## src/tldt_pkg.sv

```systemverilog
// Shared types, codes and default sizes for the two-level directory table.
`timescale 1ns / 1ps

package tldt_pkg;

  localparam int USER_SLOTS_DEF     = 8;
  localparam int FILES_PER_USER_DEF = 16;
  localparam int KEY_BITS_DEF       = 64;

  localparam int KEY_W    = 64;
  localparam int FUNC_W   = 2;
  localparam int STATUS_W = 4;

  typedef enum logic [FUNC_W-1:0] {
    FN_CREATE = 2'd0,
    FN_DELETE = 2'd1,
    FN_LIST   = 2'd2,
    FN_UNUSED = 2'd3
  } func_t;

  typedef enum logic [STATUS_W-1:0] {
    ST_CREATED      = 4'd0,
    ST_EXISTS       = 4'd1,
    ST_NO_USER_SLOT = 4'd2,
    ST_DIR_FULL     = 4'd3,
    ST_DELETED      = 4'd4,
    ST_FILE_MISSING = 4'd5,
    ST_USER_MISSING = 4'd6,
    ST_ENTRY        = 4'd7,
    ST_LIST_EMPTY   = 4'd8,
    ST_BAD          = 4'd9
  } status_t;

  typedef struct packed {
    logic    cap;
    logic    scan_clr;
    logic    scan_run;
    logic    file_mode;
    logic    uidx_hit;
    logic    uidx_new;
    logic    claim;
    logic    load_base;
    logic    load_rem;
    logic    fcreate;
    logic    fdelete;
    logic    emit;
    status_t status;
    logic    last;
    logic    use_key;
  } dir_cmd_t;

  typedef struct packed {
    logic  bad;
    func_t func;
    logic  u_match;
    logic  u_full;
    logic  scan_done;
    logic  row_zero;
    logic  f_used;
    logic  f_match;
    logic  f_last;
    logic  free_vld;
  } dir_sts_t;

endpackage

```

## src/tldt_ctrl.sv

```systemverilog
// Controller state machine that sequences user scan, claim and file scan.
`timescale 1ns / 1ps

module tldt_ctrl (
  input  logic               clk,
  input  logic               rst_n,
  input  logic               start,
  output logic               busy,
  input  tldt_pkg::dir_sts_t sts,
  output tldt_pkg::dir_cmd_t cmd
);

  import tldt_pkg::*;

  typedef enum logic [5:0] {
    S_IDLE  = 6'b000001,
    S_USCAN = 6'b000010,
    S_CLAIM = 6'b000100,
    S_ROW   = 6'b001000,
    S_ROW2  = 6'b010000,
    S_FSCAN = 6'b100000
  } state_t;

  state_t state_r;
  state_t state_nxt;

  always_comb begin
    state_nxt = state_r;
    cmd       = '0;
    unique case (state_r)
      S_IDLE: begin
        if (start) begin
          cmd.cap = 1'b1;
          if (sts.bad) begin
            cmd.emit   = 1'b1;
            cmd.status = ST_BAD;
            cmd.last   = 1'b1;
          end else begin
            cmd.scan_clr = 1'b1;
            state_nxt    = S_USCAN;
          end
        end
      end
      S_USCAN: begin
        cmd.scan_run = 1'b1;
        if (sts.u_match) begin
          cmd.uidx_hit = 1'b1;
          state_nxt    = S_ROW;
        end else if (sts.scan_done) begin
          if (sts.func == FN_CREATE) begin
            if (sts.u_full) begin
              cmd.emit   = 1'b1;
              cmd.status = ST_NO_USER_SLOT;
              cmd.last   = 1'b1;
              state_nxt  = S_IDLE;
            end else begin
              cmd.uidx_new = 1'b1;
              state_nxt    = S_CLAIM;
            end
          end else begin
            cmd.emit   = 1'b1;
            cmd.status = ST_USER_MISSING;
            cmd.last   = 1'b1;
            state_nxt  = S_IDLE;
          end
        end
      end
      S_CLAIM: begin
        // A new user starts with its first file slot holding the request.
        cmd.claim  = 1'b1;
        cmd.emit   = 1'b1;
        cmd.status = ST_CREATED;
        cmd.last   = 1'b1;
        state_nxt  = S_IDLE;
      end
      S_ROW: begin
        cmd.load_base = 1'b1;
        state_nxt     = S_ROW2;
      end
      S_ROW2: begin
        if ((sts.func == FN_LIST) && sts.row_zero) begin
          cmd.emit   = 1'b1;
          cmd.status = ST_LIST_EMPTY;
          cmd.last   = 1'b1;
          state_nxt  = S_IDLE;
        end else begin
          cmd.load_rem = 1'b1;
          cmd.scan_clr = 1'b1;
          state_nxt    = S_FSCAN;
        end
      end
      S_FSCAN: begin
        cmd.scan_run  = 1'b1;
        cmd.file_mode = 1'b1;
        unique case (sts.func)
          FN_CREATE: begin
            if (sts.f_match) begin
              cmd.emit   = 1'b1;
              cmd.status = ST_EXISTS;
              cmd.last   = 1'b1;
              state_nxt  = S_IDLE;
            end else if (sts.scan_done) begin
              cmd.emit  = 1'b1;
              cmd.last  = 1'b1;
              state_nxt = S_IDLE;
              if (sts.free_vld) begin
                cmd.fcreate = 1'b1;
                cmd.status  = ST_CREATED;
              end else begin
                cmd.status = ST_DIR_FULL;
              end
            end
          end
          FN_DELETE: begin
            if (sts.f_match) begin
              cmd.fdelete = 1'b1;
              cmd.emit    = 1'b1;
              cmd.status  = ST_DELETED;
              cmd.last    = 1'b1;
              state_nxt   = S_IDLE;
            end else if (sts.scan_done) begin
              cmd.emit   = 1'b1;
              cmd.status = ST_FILE_MISSING;
              cmd.last   = 1'b1;
              state_nxt  = S_IDLE;
            end
          end
          FN_LIST: begin
            if (sts.f_used) begin
              cmd.emit    = 1'b1;
              cmd.status  = ST_ENTRY;
              cmd.use_key = 1'b1;
              cmd.last    = sts.f_last;
              if (sts.f_last) begin
                state_nxt = S_IDLE;
              end
            end else if (sts.scan_done) begin
              state_nxt = S_IDLE;
            end
          end
          default: begin
            state_nxt = S_IDLE;
          end
        endcase
      end
      default: begin
        state_nxt = S_IDLE;
      end
    endcase
  end

  always_ff @(posedge clk) begin
    if (!rst_n) begin
      state_r <= S_IDLE;
    end else begin
      state_r <= state_nxt;
    end
  end

  assign busy = (state_r != S_IDLE);

endmodule

```

## config.mk

```make
export PLATFORM = sky130hd
export DESIGN_NAME = tldt_ctrl
export DESIGN_NICKNAME = d
export VERILOG_FILES = /design/src/tldt_pkg.sv /design/src/tldt_ctrl.sv
export SDC_FILE = /design/constraint.sdc
export NUM_CORES = 1
export LEC_CHECK = 0
export BUFFER_PORTS_ARGS = -buffer_cell sky130_fd_sc_hd__buf_2
export CAP_MARGIN = 20
export CORE_MARGIN = 2
export CORE_UTILIZATION = 40
export DETAILED_ROUTE_END_ITERATION = 16
export PLACE_DENSITY_LB_ADDON = 0.15
export SLEW_MARGIN = 40
export SYNTH_ARGS = -nofsm -noshare
export SYNTH_HDL_FRONTEND = slang
export SYNTH_SLANG_ARGS = --single-unit
```

## constraint.sdc

```tcl
create_clock -name clk -period 1.8 [get_ports clk]
set_input_delay 0.27 -clock clk [delete_from_list [all_inputs] [get_ports clk]]
set_output_delay 0.27 -clock clk [all_outputs]
set_load 0.02 [all_outputs]
```

# After elaboration in Yosys (flattened, before gate mapping)
# Cells that the tools add are included.
[word_totals] out_inout_bits=19 reg_bits=6 in_bits=14
[classes] eq_ne=13 reduce_logical=5 mux=53
[ops] operator="$mux W6" n=20
[ops] operator="$pmux W6 S5" n=2
[ops] operator="$mux W1" n=21
[ops] operator="$pmux W6 S3" n=1
[ops] operator="$pmux W6 S2" n=1
[ops] operator="$mux W2" n=4
[ops] operator="$mux W7" n=1
[ops] operator="$eq A6 B1 Y1 const B" n=1
[ops] operator="$eq A6 B2 Y1 const B" n=1
[ops] operator="$eq A6 B3 Y1 const B" n=1
[ops] operator="$eq A6 B4 Y1 const B" n=1
[ops] operator="$eq A6 B5 Y1 const B" n=1
[ops] operator="$eq A6 B6 Y1 const B" n=1
[ops] operator="$mux W3" n=2
[ops] operator="$ne A6 B1 Y1 const B" n=1
[ops] operator="$ne A2 B2 Y1 const B" n=2
[ops] operator="$ne A4 B4 Y1 const B" n=1
[ops] operator="$reduce_and A4 Y1" n=1
[ops] operator="$reduce_or A2 Y1" n=2
[ops] operator="$ne A3 B3 Y1 const B" n=1
[ops] operator="$eq A2 B1 Y1 const B" n=1
[ops] operator="$eq A2 B2 Y1 const B" n=1
[ops] operator="$logic_not A2 Y1" n=1
[ops] operator="$pmux W1 S2" n=1
[ops] operator="$logic_and A1 B1 Y1" n=1

# Logic depth before layout (Yosys ltp)
[logic_depth] ltp_word=5 mapped_depth=5

# Least setup slack after synthesis
# Ideal clock, no wire load.
[synth_timing] path_kind="reg2out" from="reg state_r[3]" to="out cmd[1] (netlist name)" arrival_time_ns=1.530 n_path_buf=0 path_slack_ns=0.000 t_required_ns=1.530 stages_incl_launch_ff=5 path_cell_list="dfxtp_1 nor4_2 nor3b_2 nand4b_1 o21bai_1"
[synth_lines] element="start: declaration" line_no="tldt_ctrl.sv:24" text="state_t state_r;"
[synth_lines] element="start signal: assignment" line_no="tldt_ctrl.sv:156" text="state_r <= state_nxt;"
[synth_lines] element="end: declaration" line_no="tldt_ctrl.sv:10" text="output tldt_pkg::dir_cmd_t cmd"

==> flow_summary.ini <==
[layout]
fillCellCount = 128
syn_to_final_growth_pct = 80.0
layout.nets = 171
layout-drive-gt1-share_pct = 54.2
final_util_pct = 74.7
top_register = state_r
largest_reg_flops = 6
top_regs = state_r: 6 flops
antennaDiodeCount = 0

[worst_setup_path]
critPathMaxFanout = 4
arrival_ns = 1.64
start_kind = flop
worstSetupPathType = reg -> out
ff2ff_path_depth = 6
end_kind = output port
crit_required_ns = 1.53
r2r-start = state_r[4]
r2r_end = state_r[0]
r2r_slack_ns = 0.35

[placed_design]
hpwlAfterDp_um = 1720
io_buffers = 32
place_ws_ns = 0.0740
gp_congestion = 0.813

[die]
start_util_pct = 41.5
coreArea_um2 = 1670
chipHeight_um = 45.6
die_w_um = 45.6
dieArea_um2 = 2080
rows = 15
num_io_pins = 33

[clock_network]
root_buffer = clkbuf_4
cts_tree = yes
clk_latency_ns = 0.27
cts.sinks = 6
clkTransAtPathRegs_ns = 0.05
cts_buffers = 3
h-tree-depth = 1
clk_path_buf_depth = 2

[pwr]
peakVddDrop_uv = 201
pwr_density_cell_nw_per_um2 = 372
p_leak_uw = 0.000584

[global_route]
grt_pass1_wl_um = 3900
antenna_found_initial = 0
track_usage_pct = 26.7
grt_pass1_vias = 892
grt_max_degree = 15
grt_overflow = 0

[timing]
tightest_slew_ns = 0.353
final.period_utilization_pct = 106
hold_violations = 0
maxClockFrequency_mhz = 525
holdWs_ns = 0.247
rsz0062_at_grt = true
worst_slack_ns = -0.105
fin_crit_ns = 1.91
finalClockSkew_ns = 0.00732
setup_violations = 10
slew_violations = 0
slew_headroom_pct = 76.5

[hold_path]
hold_depth = 2
min_from = rst_n
holdPathEnd = state_r[3]
hp-class = in -> reg

[synthesis]
async_flop_share_pct = 0
synthesis.area_um2 = 693
ys_types = 40
avgSynthCellArea_um2 = 6.73
syn-num-nets = 117
ys_seq_area_share_pct = 17.3
synthFlopType = dfxtp_1
syn_inst = 103
synth_edf_count = 0
synth-seq-cells = 6
ys_warn_count = 0

[routing]
via_count = 958
drtPass1Iterations = 4
drc = 0
drtIter0Drc = 32
avgViaCountPerCell = 5.57
ant_nets = 0
drt-total-wl_um = 2690
wl_per_cell_um = 15.6

[outcome]
status = finished, violations left
violations = negative setup slack

[run]
drv_cap = 0
-- worst max-delay path, cell delays in order, from the launching register on --
cell and delay [ns]:
dfxtp_4 0.36, nor4_4 0.35, nor3b_4 0.25, nand4b_1 0.15, o21bai_4 0.13, buf_6 0.13
-- Yosys cell counts (all sizes together) (2+ instances only) --
cell type,count,area share (%)
nand3,3,2.9
and3,2,1.8
nand2,11,6.3
nor3,7,5.1
nor4,2,4.9
a21oi,7,5.6
nor2,11,6.0
inv,8,4.3
nand2b,5,4.5
nand4b,3,3.8
nor2b,5,4.5
o31ai,2,2.2
nor3b,2,2.9
clkbuf,2,1.1
and2,2,1.8
o21ai,5,3.6
dfxtp,6,17
and3b,2,2.5
nand4,3,2.7
-- where the power goes --
group          leakage [uW]  total, uW  internal, uW  switching (uW)
logic              0.000518        185          86.9            97.6
registers         0.0000517        142           134            8.37
clock network     0.0000138        138          76.2            61.4
-- metrics by stage --
| stage | instances | TNS (ns) | power (uW) | area (um^2) |
|---|---|---|---|---|
| CTS | 172 | -0.297 | 442 | 1110 |
| global placement | 162 | 0 | 290 | 960 |
| detailed placement | 162 | 0 | 293 | 960 |
| floorplan | 103 | 0 | 231 | 693 |
| global route | 172 | -1.37 | 483 | 1250 |
| finish | 172 | -0.583 | 464 | 1250 |
-- timing repair --
action	4_1_cts	5_1_grt
buffers inserted	6	1
endpoints found under the setup margin	12	14
gates resized for setup	26	33
cloned	1	0
hold buffers	0	0
pin swaps	7	6
-- worst max-delay path by stage --
stage	from	to	slack (ns)	cells past startpoint
finish	state_r[1]	cmd[1]	-0.11	5
global route	state_r[5]	cmd[6]	-0.17	6
CTS	state_r[4]	cmd[1]	-0.07	6
detailed placement	state_r[3]	cmd[1]	0.07	5
global placement	state_r[3]	cmd[1]	0.11	5
floorplan	state_r[3]	cmd[1]	0.0005	4
-- final cells by class --
cell class / instances / area [um^2] / area share, %
well taps: 17 / 21.3 / 1.71
clock buffers: 3 / 22.5 / 1.81
inverters: 8 / 32.5 / 2.61
multi-input cells: 86 / 641 / 51.4
repair buffers: 52 / 395 / 31.7
flip-flops and latches: 6 / 135 / 10.8
-- cells in the final DEF, fill, tap and decap left out, drive strengths merged, types with 2 or more instances in the layout --
| master | n |
|---|---|
| buf | 52 |
| nor2 | 11 |
| nand2 | 11 |
| inv | 8 |
| a21oi | 7 |
| nor3 | 7 |
| dfxtp | 6 |
| nand2b | 5 |
| o21ai | 5 |
| nor2b | 5 |
| nand4 | 3 |
| nand4b | 3 |
| clkbuf | 3 |
| nand3 | 3 |
| nor4 | 2 |
| and3b | 2 |
| and2 | 2 |
| nor3b | 2 |
| o31ai | 2 |
| and3 | 2 |
-- logic make-up after synthesis --
| kind of cell | synth area share [%] |
|---|---|
| and+or+nand+nor | 53.6 |
| AOI/OAI and AO/OA | 21.5 |
| buffers and inverters | 6.14 |
| DFF | 17.3 |
| muxes | 1.44 |
-- layer usage --
metal / track usage, % / vias to the layer above / share of wire, % / routed length, um
li1: - / 478 / - / -
met1: 31.7 / 446 / 40 / 1070
met3: 2.78 / 7 / 3.0 / 81
met5: 0 / - / 0 / 0
met4: 16.5 / 0 / 3.2 / 85
met2: 45.4 / 27 / 54 / 1450
(Power assumes the default switching activity.)
